## src/rtl/usart_status_irq_regs_assert.svh

```systemverilog
// Assertion macros shared by the USART status/IRQ register block.
// Each macro expects signals named clk and rst_n in the scope of use.
`ifndef USART_STATUS_IRQ_REGS_ASSERT_SVH
`define USART_STATUS_IRQ_REGS_ASSERT_SVH

// Same-cycle implication, disabled during reset.
`define USIR_ASSERT_IMP(lbl, ante, cons) \
    lbl: assert property (@(posedge clk) disable iff (!rst_n) (ante) |-> (cons)) \
        else $error("usir assertion failed (same cycle)");

// Next-cycle implication, disabled during reset.
`define USIR_ASSERT_NXT(lbl, ante, cons) \
    lbl: assert property (@(posedge clk) disable iff (!rst_n) (ante) |=> (cons)) \
        else $error("usir assertion failed (next cycle)");

`endif

```

## src/rtl/usir_pkg.sv

```systemverilog
// ============================================================================
// usir_pkg
// Types and constants of the USART status and interrupt register block.
// ============================================================================
`timescale 1ns / 1ps
`default_nettype none

package usir_pkg;

    typedef enum logic [1:0] {
        CMD_WRITE = 2'd0,
        CMD_READ  = 2'd1,
        CMD_RX    = 2'd2
    } cmd_t;

    // Register byte offsets
    localparam logic [4:0] OFF_SR   = 5'h00;
    localparam logic [4:0] OFF_DR   = 5'h04;
    localparam logic [4:0] OFF_BRR  = 5'h08;
    localparam logic [4:0] OFF_CR1  = 5'h0c;
    localparam logic [4:0] OFF_CR2  = 5'h10;
    localparam logic [4:0] OFF_CR3  = 5'h14;
    localparam logic [4:0] OFF_GTPR = 5'h18;

    // Writable bits of the control registers
    localparam logic [13:0] CR1_MASK = 14'h3FFF;
    localparam logic [14:0] CR2_MASK = 15'h7F7F;
    localparam logic [10:0] CR3_MASK = 11'h07FF;

    // CR1 bit positions
    localparam int unsigned CR1_UE     = 13;
    localparam int unsigned CR1_TXEIE  = 7;
    localparam int unsigned CR1_TCIE   = 6;
    localparam int unsigned CR1_RXNEIE = 5;
    localparam int unsigned CR1_TE     = 3;
    localparam int unsigned CR1_RE     = 2;

    // SR bit positions
    localparam int unsigned SR_TXE  = 7;
    localparam int unsigned SR_TC   = 6;
    localparam int unsigned SR_RXNE = 5;
    localparam int unsigned SR_ORE  = 3;

    // Transmit data register is always empty in this model
    localparam logic TXE_FLAG = 1'b1;

    typedef struct packed {
        logic [1:0]  command;
        logic [4:0]  reg_offset;
        logic [15:0] write_value;
        logic [7:0]  rx_byte;
    } req_t;

    typedef struct packed {
        logic [15:0] read_data;
        logic        irq_level;
        logic        tx_valid;
        logic [7:0]  tx_byte;
    } rsp_t;

endpackage

`default_nettype wire

```

## src/rtl/usir_if.sv

```systemverilog
// ============================================================================
// usir_if
// Valid/ready channel interfaces for requests and responses.
// ============================================================================
`timescale 1ns / 1ps
`default_nettype none

interface usir_req_if;
    import usir_pkg::*;
    logic valid;
    logic ready;
    req_t data;
    modport source (output valid, output data, input ready);
    modport sink   (input valid, input data, output ready);
endinterface

interface usir_rsp_if;
    import usir_pkg::*;
    logic valid;
    logic ready;
    rsp_t data;
    modport source (output valid, output data, input ready);
    modport sink   (input valid, input data, output ready);
endinterface

`default_nettype wire

```

## src/rtl/usir_in_reg.sv

```systemverilog
// ============================================================================
// usir_in_reg
// Input register stage: captures one request transaction per cycle while it has room.
// ============================================================================
`timescale 1ns / 1ps
`default_nettype none

module usir_in_reg (
    input  wire logic          clk,
    input  wire logic          rst_n,
    input  wire logic          req_valid,
    input  wire usir_pkg::req_t req_data,
    output logic               req_ready,
    input  wire logic          advance,
    output logic               item_valid,
    output usir_pkg::req_t     item
);
    import usir_pkg::*;

    logic valid_reg;
    req_t item_reg;

    // Room when empty or when the held transaction moves on this cycle
    assign req_ready  = !valid_reg || advance;
    assign item_valid = valid_reg;
    assign item       = item_reg;

    always_ff @(posedge clk or negedge rst_n)
    begin
        if (!rst_n)
        begin
            valid_reg <= 1'b0;
        end
        else if (req_ready)
        begin
            valid_reg <= req_valid;
        end
    end

    always_ff @(posedge clk)
    begin
        if (req_ready && req_valid)
        begin
            item_reg <= req_data;
        end
    end

endmodule

`default_nettype wire

```

## src/rtl/usir_core.sv

```systemverilog
// ============================================================================
// usir_core
// Register file, status flags, interrupt logic and result register.
// ============================================================================
`timescale 1ns / 1ps
`default_nettype none

`include "usart_status_irq_regs_assert.svh"

module usir_core (
    input  wire logic           clk,
    input  wire logic           rst_n,
    input  wire logic           item_valid,
    input  wire usir_pkg::req_t item,
    output logic                advance,
    output logic                rsp_valid,
    input  wire logic           rsp_ready,
    output usir_pkg::rsp_t      rsp_data
);
    import usir_pkg::*;

    logic        rxne_reg, rxne_next;
    logic        ore_reg, ore_next;
    logic        tc_reg, tc_next;
    logic        armed_reg, armed_next;
    logic [2:0]  irq_en_reg, irq_en_next;
    logic [7:0]  rx_data_reg, rx_data_next;
    logic [13:0] cr1_reg, cr1_next;
    logic [14:0] cr2_reg, cr2_next;
    logic [10:0] cr3_reg, cr3_next;
    logic [15:0] brr_reg, brr_next;
    logic [15:0] gtpr_reg, gtpr_next;
    logic        rsp_valid_reg;
    rsp_t        rsp_reg, rsp_next;
    logic        unit_on;
    logic [15:0] status_word;

    assign advance   = item_valid && (!rsp_valid_reg || rsp_ready);
    assign rsp_valid = rsp_valid_reg;
    assign rsp_data  = rsp_reg;

    assign unit_on = cr1_reg[CR1_UE];

    always_comb
    begin
        status_word          = '0;
        status_word[SR_TXE]  = TXE_FLAG;
        status_word[SR_TC]   = tc_reg;
        status_word[SR_RXNE] = rxne_reg;
        status_word[SR_ORE]  = ore_reg;
    end

    always_comb
    begin
        rxne_next    = rxne_reg;
        ore_next     = ore_reg;
        tc_next      = tc_reg;
        armed_next   = armed_reg;
        irq_en_next  = irq_en_reg;
        rx_data_next = rx_data_reg;
        cr1_next     = cr1_reg;
        cr2_next     = cr2_reg;
        cr3_next     = cr3_reg;
        brr_next     = brr_reg;
        gtpr_next    = gtpr_reg;
        rsp_next     = '0;

        unique case (cmd_t'(item.command))
            CMD_WRITE:
            begin
                unique case (item.reg_offset)
                    OFF_SR:
                    begin
                        // Write zero to clear
                        if (!item.write_value[SR_RXNE])
                        begin
                            rxne_next = 1'b0;
                        end
                        if (!item.write_value[SR_TC])
                        begin
                            tc_next = 1'b0;
                        end
                    end
                    OFF_DR:
                    begin
                        if (unit_on && cr1_reg[CR1_TE])
                        begin
                            rsp_next.tx_valid = 1'b1;
                            rsp_next.tx_byte  = item.write_value[7:0];
                        end
                    end
                    OFF_BRR:
                    begin
                        brr_next = item.write_value;
                    end
                    OFF_CR1:
                    begin
                        cr1_next    = item.write_value[13:0] & CR1_MASK;
                        irq_en_next = {item.write_value[CR1_TXEIE],
                                       item.write_value[CR1_TCIE],
                                       item.write_value[CR1_RXNEIE]};
                    end
                    OFF_CR2:
                    begin
                        cr2_next = item.write_value[14:0] & CR2_MASK;
                    end
                    OFF_CR3:
                    begin
                        cr3_next = item.write_value[10:0] & CR3_MASK;
                    end
                    OFF_GTPR:
                    begin
                        gtpr_next = item.write_value;
                    end
                    default:
                    begin
                    end
                endcase
            end
            CMD_READ:
            begin
                unique case (item.reg_offset)
                    OFF_SR:
                    begin
                        // Arm overrun clear; a following DR read completes it
                        armed_next         = ore_reg;
                        rsp_next.read_data = status_word;
                    end
                    OFF_DR:
                    begin
                        if (armed_reg)
                        begin
                            armed_next = 1'b0;
                            ore_next   = 1'b0;
                        end
                        rxne_next          = 1'b0;
                        rsp_next.read_data = {8'h00, rx_data_reg};
                    end
                    OFF_BRR:  rsp_next.read_data = brr_reg;
                    OFF_CR1:  rsp_next.read_data = {2'b00, cr1_reg};
                    OFF_CR2:  rsp_next.read_data = {1'b0, cr2_reg};
                    OFF_CR3:  rsp_next.read_data = {5'b00000, cr3_reg};
                    OFF_GTPR: rsp_next.read_data = gtpr_reg;
                    default:  rsp_next.read_data = '0;
                endcase
            end
            CMD_RX:
            begin
                if (unit_on && cr1_reg[CR1_RE])
                begin
                    rx_data_next = item.rx_byte;
                    if (rxne_reg)
                    begin
                        ore_next   = 1'b1;
                        armed_next = 1'b0;
                    end
                    else
                    begin
                        rxne_next = 1'b1;
                    end
                end
            end
            default:
            begin
            end
        endcase

        // Overrun shares the receive interrupt enable
        rsp_next.irq_level = (irq_en_next[0] && (rxne_next || ore_next))
                           || (irq_en_next[1] && tc_next)
                           || (irq_en_next[2] && TXE_FLAG);
    end

    always_ff @(posedge clk or negedge rst_n)
    begin
        if (!rst_n)
        begin
            rxne_reg    <= 1'b0;
            ore_reg     <= 1'b0;
            tc_reg      <= 1'b1;
            armed_reg   <= 1'b0;
            irq_en_reg  <= '0;
            rx_data_reg <= '0;
            cr1_reg     <= '0;
            cr2_reg     <= '0;
            cr3_reg     <= '0;
            brr_reg     <= '0;
            gtpr_reg    <= '0;
        end
        else if (advance)
        begin
            rxne_reg    <= rxne_next;
            ore_reg     <= ore_next;
            tc_reg      <= tc_next;
            armed_reg   <= armed_next;
            irq_en_reg  <= irq_en_next;
            rx_data_reg <= rx_data_next;
            cr1_reg     <= cr1_next;
            cr2_reg     <= cr2_next;
            cr3_reg     <= cr3_next;
            brr_reg     <= brr_next;
            gtpr_reg    <= gtpr_next;
        end
    end

    always_ff @(posedge clk or negedge rst_n)
    begin
        if (!rst_n)
        begin
            rsp_valid_reg <= 1'b0;
        end
        else if (!rsp_valid_reg || rsp_ready)
        begin
            rsp_valid_reg <= item_valid;
        end
    end

    always_ff @(posedge clk)
    begin
        if (advance)
        begin
            rsp_reg <= rsp_next;
        end
    end

    `USIR_ASSERT_NXT(a_overrun_sets, advance && (item.command == CMD_RX) && unit_on && cr1_reg[CR1_RE] && rxne_reg, ore_reg && !armed_reg)
    `USIR_ASSERT_NXT(a_dr_read_clears_rxne, advance && (item.command == CMD_READ) && (item.reg_offset == OFF_DR), !rxne_reg)
    `USIR_ASSERT_NXT(a_regs_hold_when_idle, !advance, $stable(cr1_reg) && $stable(irq_en_reg) && $stable(rxne_reg))
    `USIR_ASSERT_IMP(a_tx_byte_zero, rsp_valid_reg && !rsp_reg.tx_valid, rsp_reg.tx_byte == 8'h00)

endmodule

`default_nettype wire

```

## src/rtl/usart_status_irq_regs.sv

```systemverilog
// ============================================================================
// usart_status_irq_regs
// USART status flags, control registers and interrupt line.
// ============================================================================
// Usage:
//   req carries one transaction per item: a bus write, a bus read or a byte
//   from the serial receiver, chosen by command. rsp returns one transaction
//   per item with read data, the interrupt level after the item and any
//   byte handed to the transmitter.
//   Throughput is one item per cycle while rsp is not stalled: the whole
//   update is a single pass of flag and decode logic between the input
//   register and the result register.
//   An accepted item sits in the input register, then loads the result
//   register, from which rsp presents it to the receiver.
//   Reset clears the control registers and flags; TC and TXE come up set,
//   no transaction is held in either stage.
//   When the receiver stalls rsp, the result register holds its
//   transaction and the input register, if empty, still takes one more item;
//   after that req.ready drops until rsp drains.
// ============================================================================
`timescale 1ns / 1ps
`default_nettype none

module usart_status_irq_regs (
    input  wire logic   clk,
    input  wire logic   rst_n,
    usir_req_if.sink    req,
    usir_rsp_if.source  rsp
);
    import usir_pkg::*;

    logic advance;
    logic item_valid;
    req_t item;

    usir_in_reg u_in_reg (
        .clk        (clk),
        .rst_n      (rst_n),
        .req_valid  (req.valid),
        .req_data   (req.data),
        .req_ready  (req.ready),
        .advance    (advance),
        .item_valid (item_valid),
        .item       (item)
    );

    usir_core u_core (
        .clk        (clk),
        .rst_n      (rst_n),
        .item_valid (item_valid),
        .item       (item),
        .advance    (advance),
        .rsp_valid  (rsp.valid),
        .rsp_ready  (rsp.ready),
        .rsp_data   (rsp.data)
    );

endmodule

`default_nettype wire
```

## src/flat_wrapper.sv

```systemverilog
// flat-port wrapper written by rule: the top's interface ports become plain ports
module usart_status_irq_regs_flat import usir_pkg::*;
  (clk, rst_n, req_valid, req_data, req_ready, rsp_valid, rsp_data, rsp_ready);
  usir_req_if req_i ();
  usir_rsp_if rsp_i ();
  input  wire logic clk;
  input  wire logic rst_n;
  input wire logic [$bits(req_i.valid)-1:0] req_valid;
  input wire logic [$bits(req_i.data)-1:0] req_data;
  output wire logic [$bits(req_i.ready)-1:0] req_ready;
  output wire logic [$bits(rsp_i.valid)-1:0] rsp_valid;
  output wire logic [$bits(rsp_i.data)-1:0] rsp_data;
  input wire logic [$bits(rsp_i.ready)-1:0] rsp_ready;
  assign req_i.valid = req_valid;
  assign req_i.data = req_data;
  assign req_ready = req_i.ready;
  assign rsp_valid = rsp_i.valid;
  assign rsp_data = rsp_i.data;
  assign rsp_i.ready = rsp_ready;
  usart_status_irq_regs u_core (.clk(clk), .rst_n(rst_n), .req(req_i), .rsp(rsp_i));
endmodule
```

## config.mk

```make
export PLATFORM = sky130hd
export DESIGN_NAME = usart_status_irq_regs_flat
export DESIGN_NICKNAME = d
export VERILOG_FILES = /design/src/rtl/usir_pkg.sv /design/src/rtl/usir_if.sv /design/src/rtl/usir_in_reg.sv /design/src/rtl/usir_core.sv /design/src/rtl/usart_status_irq_regs.sv /design/src/flat_wrapper.sv
export VERILOG_INCLUDE_DIRS = /design/src /design/src/rtl
export SDC_FILE = /design/constraint.sdc
export NUM_CORES = 1
export LEC_CHECK = 0
export ABC_AREA = 1
export BUFFER_PORTS_ARGS = -buffer_cell sky130_fd_sc_hd__buf_2
export CORE_MARGIN = 5
export CORE_UTILIZATION = 30
export DETAILED_ROUTE_END_ITERATION = 6
export MAX_ROUTING_LAYER = met4
export PLACE_DENSITY_LB_ADDON = 0.1
export SETUP_SLACK_MARGIN = 0.1
export SKIP_CTS_REPAIR_TIMING = 1
export SYNTH_ARGS = -nofsm -noshare
export SYNTH_HDL_FRONTEND = slang
export SYNTH_HIERARCHICAL = 1
export SYNTH_SLANG_ARGS = --single-unit
```

## constraint.sdc

```tcl
create_clock -name clk -period 3.1 [get_ports clk]
set_input_delay 0.465 -clock clk [delete_from_list [all_inputs] [get_ports clk]]
set_output_delay 0.465 -clock clk [all_outputs]
set_load 0.02 [all_outputs]
```

==> out/metrics.yaml, run 1 <==
yosysSeqAreaShare_pct: 64.9
wl_per_cell_um: 15.7
cts_made_buffers: 17
drc_errors: 0
clock_latency_ns: 0.42
reg2reg_slack_ns: 1.06
start_util_pct: 30.7
grt_use_total_pct: 13.4
syn-mean-instance-area_um2: 10.8
die_y_um: 152
cts-root-buf: "clkbuf_16"
vias: 4138
pwr-share-seq_pct: 45.9
wirelength_um: 14400
fin_crit_sh_pct: 74.8
core_um2: 19700
worstReg2RegEnd: "u_core/u_core/irq_en_reg[0]"
multi_input_area_um2: 1830
synth_top_area_share_pct: 36.1
die_area_um2: 23100
fin_tns_setup_ns: 0
criticalPathCategory: "flop to output port"
nNetsFinal: 675
crit_top_cell: "nand2_1"
die_x_um: 152
maxCapViolCount: 0
crit_path_end_kind: "output port"
internal-power_w: 0.00388
synth_ff_type: "dfrtp_1"
cp_slowest_stage_delay_ns: 0.42
final_cells: 914
power.leakage_nw: 3.25
gr-total-overflow: 0
cts.sinks: 145
ys_top_cells_by_count: "173 x nand2_1, 87 x dfrtp_1, 57 x edfxtp_1"
clk_pin_slew_ns: 0.06
power.density_nw_per_um2: 696
grt_pass1_wl_um: 23800
p_clk_share_pct: 44.7
synth_edf_count: 57
syn_nets: 600
drt_pass1_iterations: 5
crit_chain: "nand2_1, clkinv_1, inv_1, nand2_1, buf_2"
drtIter0Drc: 228
largest_reg_flops: 31
drive_gt1_share_pct: 23.9
synth_seq_cells: 145
final-seq-area_um2: 3920
skew_ns: 0.00805
dp.cells: 882
post-route-min-period_ns: 2.32
async_flop_share_pct: 60.7
crit_start: "u_core/u_in_reg/item_valid"
p_sw_share_pct: 23.5
yosysTopAreaCell: "dfrtp_1"
start_kind: "flop"
yosysMostFrequentCell: "nand2_1"
numPortBuffers: 62
max_freq_mhz: 431
slew_headroom_pct: 50.4
crit_required_ns: 2.63
grt_setup_unrepaired: "false"
diodes: 0
ys_types: 37
worstRegToRegCells: 6
setup_violations: 0
tightestPinTransition_ns: 0.744
area_growth_pct: 20.8
gp_congestion: 0.782
worst_ir_drop_vdd_v: 0.000400
synthTopCellsByArea: "dfrtp_1 36%, edfxtp_1 28%, nand2_1 11%"
fillCellCount: 2008
cp_slowest_cell: "dfrtp_1"
grt_max_degree: 56
combPwrFrac_pct: 9.4
num_io_pins: 63
cts_tree: "built"
syn-cell-area_um2: 6040
hold_path_class: "input port to async pin"
timing.rr.start: "u_core/u_in_reg/item_valid"
p_switching_w: 0.00119
antenna_found_initial: 0
ant_nets: 0
std_cell_rows: 51
htree_levels: 4
outcome: "finished clean"
netlist_instances: 561
cp.arrival_ns: 1.85
slew_violations: 0
hpwlAfterDp_um: 9680
clockBufferDepth: 2
crit_path_max_fanout: 9
ys.warnings.count: 6
first_global_vias: 4335
viasPerCell: 4.53
finalHoldViolCount: 0
endpoint: "req_ready"
-- metal layers --
metal | part of all wire (%) | GRT usage [%] | up-vias
li1 | - | - | 2014
met3 | 4.3 | 2.95 | 20
met5 | 0 | - | -
met2 | 45 | 19.8 | 108
met1 | 49 | 18.2 | 1996
met4 | 2.1 | 4.97 | 0
-- power groups by stage --
stage / registers [W] / logic (W) / clock network, W
after floorplan: 0.00240 / 0.000254 / 0
after global placement: 0.00236 / 0.000476 / 0
after detailed placement: 0.00237 / 0.000490 / 0
after CTS: 0.00233 / 0.000491 / 0.00234
after global routing: 0.00236 / 0.000544 / 0.00241
final: 0.00233 / 0.000477 / 0.00227
-- stage by stage --
step | hold slack (ns) | worst slack [ns] | total power (W) | area [um2] | utilization [%]
after global routing | 0.177 | 0.619 | 0.00531 | 7290 | 37.1
after CTS | 0.138 | 0.736 | 0.00516 | 7290 | 37.1
after floorplan | 0.169 | 0.450 | 0.00265 | 6040 | -
after detailed placement | 0.467 | 0.827 | 0.00286 | 6640 | 33.8
after global placement | 0.465 | 0.939 | 0.00284 | 6640 | 33.8
final | 0.115 | 0.781 | 0.00508 | 7290 | 37.1
-- cell usage in the layout (no fill, tap or decap), types with 2 or more instances in the layout --
| master | n |
|---|---|
| clkbuf_1 | 3 |
| nor2_4 | 5 |
| buf_2 | 61 |
| nand3_1 | 9 |
| dfrtp_1 | 87 |
| inv_1 | 43 |
| nand2_2 | 5 |
| a21oi_1 | 8 |
| clkinv_1 | 3 |
| o21ai_2 | 25 |
| nand2_1 | 173 |
| buf_4 | 12 |
| ha_1 | 4 |
| mux2_2 | 8 |
| a41oi_1 | 2 |
| nor2_1 | 33 |
| a22o_1 | 3 |
| clkbuf_16 | 17 |
| nor2_2 | 3 |
| a31oi_1 | 5 |
| o21ai_0 | 38 |
| inv_2 | 2 |
| clkinv_2 | 4 |
| edfxtp_1 | 57 |
| nand4_1 | 6 |
| bufinv_16 | 6 |
| o21ai_1 | 14 |
-- worst min-delay path by stage --
stage,end,slack (ns),cells past startpoint
2_1_floorplan,u_core/u_core/armed_reg,0.17,0
3_3_place_gp,u_core/u_core/gtpr_reg[2],0.47,2
3_5_place_dp,u_core/u_core/rx_data_reg[4],0.47,1
4_1_cts,u_core/u_core/brr_reg[0],0.14,1
5_1_grt,u_core/u_core/brr_reg[0],0.18,1
6_report,u_core/u_core/brr_reg[12],0.11,1
-- layout make-up --
cell class | count | area share, %
multi-input combinational | 352 | 25.0
clock buffer | 20 | 5.99
timing repair buffer | 73 | 5.42
tap | 265 | 4.55
clock inverter | 12 | 2.92
sequential | 145 | 53.7
inverter | 47 | 2.42
-- critical path: cells and delay by family, from the launching register on --
kind / cells / cell delay (ns)
and+or+nand+nor: 2 / 0.30
DFF: 1 / 0.42
buffers and inverters: 3 / 0.71
-- cells by family (layout without fill, tap and decap cells) --
family | count (synthesis) | in the layout | share of synthesized area (%)
AND/OR/NAND/NOR | 238 | 238 | 16.9
flip-flops | 145 | 145 | 64.9
AO/OA/AOI/OAI | 102 | 102 | 10.8
buffers and inverters | 64 | 152 | 5.08
multiplexers | 8 | 8 | 1.49
adder cells (fa/ha/maj) | 4 | 4 | 0.829
Note: power is estimated with default switching activity, not from simulation.
==> inputs of run 2 (changes only) <==
- clock period: 3.1 -> 2.3 ns (I/O delays scaled with it)
==> run 2 against run 1 <==
  * First-iteration DRC count grew 27%
  * Critical endpoint unchanged
  * Worst setup slack lost 0.45 ns
  * Clock power grew 27%
  * Total power grew 32%
  * Via count grew 0.51%
==> out/metrics.yaml, run 2 (same netlist as run 1, synthesis figures left out) <==
p_switching_w: 0.00166
slew_violations: 0
internal-power_w: 0.00503
crit_chain: "nand2_1, nand2_1, inv_4, inv_1, nand2_1, buf_2"
die_x_um: 152
setup_violations: 0
power.density_nw_per_um2: 913
ant_nets: 0
combPwrFrac_pct: 9.9
drive_gt1_share_pct: 24.7
setup_ws_ns: 0.336
power.leakage_nw: 3.26
start_util_pct: 30.7
drtIter0Drc: 289
pre_cts_slack_ns: 0.393
std_cell_rows: 51
met2WireLength_um: 6590
die_area_um2: 23100
cts.sinks: 145
grt_setup_unrepaired: "false"
grt_use_total_pct: 13.6
first_global_vias: 4200
grt_pass1_wl_um: 23700
pwr-share-seq_pct: 46.9
gr-total-overflow: 0
clock_latency_ns: 0.42
start_kind: "flop"
p_clk_share_pct: 43.2
num_io_pins: 63
mostFrequentLayoutCells: "173 x nand2_1, 87 x dfrtp_1, 61 x buf_2"
crit_top_cell: "nand2_1"
final_common_cell: "nand2_1"
finalHoldViolCount: 0
fillCellCount: 2036
holdWs_ns: 0.0945
cts_made_buffers: 17
wirelength_um: 14600
p_sw_share_pct: 24.8
final_cells: 920
post-route-min-period_ns: 1.96
max_freq_mhz: 509
numPortBuffers: 62
area_growth_pct: 21.5
hpwlAfterDp_um: 9970
criticalPathCategory: "flop to output port"
wl_per_cell_um: 15.9
grt_max_degree: 38
diodes: 0
fin_tns_setup_ns: 0
drc_errors: 0
tightestPinTransition_ns: 0.467
cp_slowest_stage_delay_ns: 0.37
outcome: "finished clean"
vias: 4159
largest_reg_flops: 31
cts-root-buf: "clkbuf_16"
crit_path_max_fanout: 11
cts_tree: "built"
utilization_pct: 37.3
maxCapViolCount: 0
core_um2: 19700
clk_pin_slew_ns: 0.06
dp.cells: 887
crit_required_ns: 1.96
cp.arrival_ns: 1.62
antenna_found_initial: 0
clockBufferDepth: 2
drt_pass1_iterations: 4
top_layer_used: "met4"
gp_congestion: 0.828
wl_met3_um: 495
worst_ir_drop_vdd_v: 0.000518
htree_levels: 4
skew_ns: 0.00585
hold_path_class: "input port to flop"
fin_crit_sh_pct: 85.4
slew_headroom_pct: 68.8
viasPerCell: 4.52
crit_path_end_kind: "output port"
die_y_um: 152
cp_slowest_cell: "dfrtp_1"
wirelength_met1_um: 7210
nNetsFinal: 681
==> run 2: changes by cell type in the layout (fill, tap and decap cells not counted) <==
cell | before | now
buf_4 | 12 | 15
clkinvlp_4 | 0 | 3
inv_6 | 0 | 3
buf_12 | 0 | 2
bufinv_16 | 6 | 4
clkbuf_1 | 3 | 1
clkinv_2 | 4 | 2
clkinv_4 | 1 | 0
dlygate4sd3_1 | 0 | 1
inv_4 | 0 | 1
==> run 2: cell type report <==
class / count / area (um2) / share of cell area [%]
sequential: 145 / 3920 / 53.4
multi-input combinational: 352 / 1830 / 24.9
timing repair buffer: 79 / 468 / 6.38
clock buffer: 18 / 429 / 5.85
tap: 265 / 332 / 4.52
clock inverter: 14 / 186 / 2.54
inverter: 47 / 179 / 2.44
==> run 2: worst paths after layout <==
check / from / slack (ns) / cells past startpoint / end
setup / recovery: u_core/u_core/rsp_valid / 0.34 / 6 / req_ready
hold / removal: req_data[14] / 0.09 / 1 / u_core/u_in_reg/item[14]
setup reg to reg: u_core/u_in_reg/item[29] / 0.40 / 8 / u_core/u_core/gtpr_reg[14]
hold reg to reg: u_core/u_in_reg/item[5] / 0.48 / 1 / u_core/u_core/rx_data_reg[5]
max in group asynchronous: rst_n / 1.21 / 3 / u_core/u_core/brr_reg[8]
min in group asynchronous: rst_n / 0.42 / 2 / u_core/u_core/cr2_reg[11]
==> run 2: routing by layer <==
| layer | GRT usage [%] | up-vias |
|---|---|---|
| met2 | 20.0 | 89 |
| met1 | 18.3 | 2017 |
| met4 | 5.52 | 0 |
| li1 | - | 2034 |
| met5 | - | - |
| met3 | 3.21 | 19 |
==> run 2: power by group through the flow <==
stage,registers (W),clock network [W],logic (W)
final,0.00314,0.00289,0.000665
after global routing,0.00317,0.00310,0.000752
after CTS,0.00314,0.00298,0.000681
after detailed placement,0.00318,0,0.000681
after global placement,0.00318,0,0.000660
after floorplan,0.00323,0,0.000346
==> run 2: per-stage QoR <==
step / area (um2) / total power (W)
final: 7330 / 0.00669
after global routing: 7330 / 0.00702
after CTS: 7320 / 0.00680
after detailed placement: 6710 / 0.00387
after global placement: 6710 / 0.00384
after floorplan: 6050 / 0.00358
==> run 2: worst max-delay path: cells and delay by family (launching register included) <==
family,cells,cell delay (ns)
buf+inv,3,0.47
simple gates,3,0.35
flops,1,0.37
==> inputs of run 3 (changes only) <==
--- a/config.mk
+++ b/config.mk
@@ -12,2 +12,3 @@
 export CORE_UTILIZATION = 30
+export CTS_BUF_LIST = sky130_fd_sc_hd__clkbuf_4 sky130_fd_sc_hd__clkbuf_8
 export DETAILED_ROUTE_END_ITERATION = 6
==> constraint.sdc (replaced) <==
create_clock -name clk -period 2.3 [get_ports clk]
set_input_delay 0.69 -clock clk [delete_from_list [all_inputs] [get_ports clk]]
set_output_delay 0.69 -clock clk [all_outputs]
set_load 0.02 [all_outputs]
==> run 3 against run 2 <==
  * Via count down 1.3%
  * Sequential power about the same
  * Cell count unchanged
  * Critical endpoint unchanged
  * Largest power group unchanged
  * Largest cell class unchanged
  * Maximum frequency down 5.4%
==> out/metrics.yaml, run 3 (same netlist as run 1, synthesis figures left out) <==
outcome: "finished clean"
area_growth_pct: 19.2
hpwlAfterDp_um: 9700
std_cell_rows: 51
clock_latency_ns: 0.45
placed_cell_area_um2: 6730
power.leakage_nw: 3.20
fin_tns_setup_ns: 0
start_util_pct: 30.7
final_cells: 920
max_freq_mhz: 481
drc_errors: 0
slew_violations: 0
vias: 4105
wl_per_cell_um: 15.6
post-route-min-period_ns: 2.08
clockBufferDepth: 2
timing.rr.start: "u_core/u_in_reg/item[28]"
cts_tree: "built"
hold_path_class: "input port to async pin"
diodes: 0
cts-root-buf: "clkbuf_8"
final-seq-area_um2: 3920
worstRegToRegCells: 7
skew_ns: 0.00725
finalHoldViolCount: 0
drtIter0Drc: 237
numPortBuffers: 62
antenna_found_initial: 0
worstReg2RegEnd: "u_core/u_core/rsp_data[10]"
crit_required_ns: 1.61
setup_violations: 0
nNetsFinal: 681
mostFrequentLayoutCells: "172 x nand2_1, 87 x dfrtp_1, 61 x buf_2"
crit_path_max_fanout: 3
utilization_pct: 36.6
grt_use_total_pct: 13.4
num_io_pins: 63
multi_input_area_um2: 1830
crit_path_end_kind: "output port"
postLayoutCellArea_um2: 7200
first_global_vias: 4214
wirelength_um: 14300
grt_pass1_wl_um: 23700
gp_congestion: 0.791
fin_crit_sh_pct: 90.3
dp.cells: 888
power.density_nw_per_um2: 851
cp.arrival_ns: 1.39
core_um2: 19700
ant_nets: 0
clk_pin_slew_ns: 0.08
die_x_um: 152
maxCapViolCount: 0
slew_headroom_pct: 60.9
criticalPathCategory: "flop to output port"
grt_max_degree: 35
gr-total-overflow: 0
largest_reg_flops: 31
start_kind: "flop"
fillCellCount: 2048
worst_ir_drop_vdd_v: 0.000324
cts.sinks: 145
htree_levels: 4
cts_made_buffers: 17
reg2reg_slack_ns: 0.43
die_y_um: 152
pre_cts_slack_ns: 0.224
tightestPinTransition_ns: 0.586
grt_setup_unrepaired: "false"
setup_ws_ns: 0.223
final_common_cell: "nand2_1"
viasPerCell: 4.46
drive_gt1_share_pct: 25.5
die_area_um2: 23100
drt_pass1_iterations: 5
-- run 3: worst max-delay path by stage --
stage | cells past startpoint | endpoint | slack, ns | startpoint
after floorplan | 6 | u_core/u_in_reg/item[0] | 0.11 | rsp_ready
after global placement | 8 | req_ready | 0.24 | rsp_ready
after detailed placement | 8 | req_ready | 0.22 | rsp_ready
after CTS | 5 | req_ready | 0.16 | u_core/u_in_reg/item_valid
after global routing | 5 | req_ready | 0.12 | u_core/u_in_reg/item_valid
final | 5 | req_ready | 0.22 | u_core/u_in_reg/item_valid
-- run 3: area by class of cell --
type	instances	area share (%)
Clock inverter	13	2.89
Multi-Input combinational cell	352	25.4
Timing Repair Buffer	79	6.64
Inverter	47	2.52
Sequential cell	145	54.4
Tap cell	265	4.61
Clock buffer	19	3.55
-- run 3: stage by stage --
| step | hold WS (ns) | total power, W |
|---|---|---|
| finish | 0.184 | 0.00613 |
| CTS | 0.162 | 0.00624 |
| floorplan | 0.394 | 0.00358 |
| detailed placement | 0.469 | 0.00387 |
| global route | 0.189 | 0.00644 |
| global placement | 0.464 | 0.00384 |
-- run 3: power breakdown --
| group | leakage, nW | switching [W] | internal [W] |
|---|---|---|---|
| Combinational | 1.23 | 0.000440 | 0.000225 |
| Clock | 0.222 | 0.000999 | 0.00133 |
| Sequential | 1.74 | 0.000135 | 0.00300 |
| Total | 3.20 | 0.00157 | 0.00455 |
-- run 3: critical path, cell delays in order, from the launching register on --
cell      delay, ns
dfrtp_1        0.43
nand2_2        0.12
clkinv_4       0.05
inv_1          0.10
nand2_1        0.08
buf_2          0.16
-- run 3: layer usage --
| metal | global-route usage [%] | wire length, um | vias up | share of wire (%) |
|---|---|---|---|---|
| li1 | - | - | 2020 | - |
| met1 | 18.8 | 7140 | 1969 | 50 |
| met2 | 19.3 | 6260 | 101 | 44 |
| met3 | 2.90 | 700 | 15 | 4.9 |
| met4 | 4.75 | 235 | 0 | 1.6 |
| met5 | - | 0 | - | 0 |
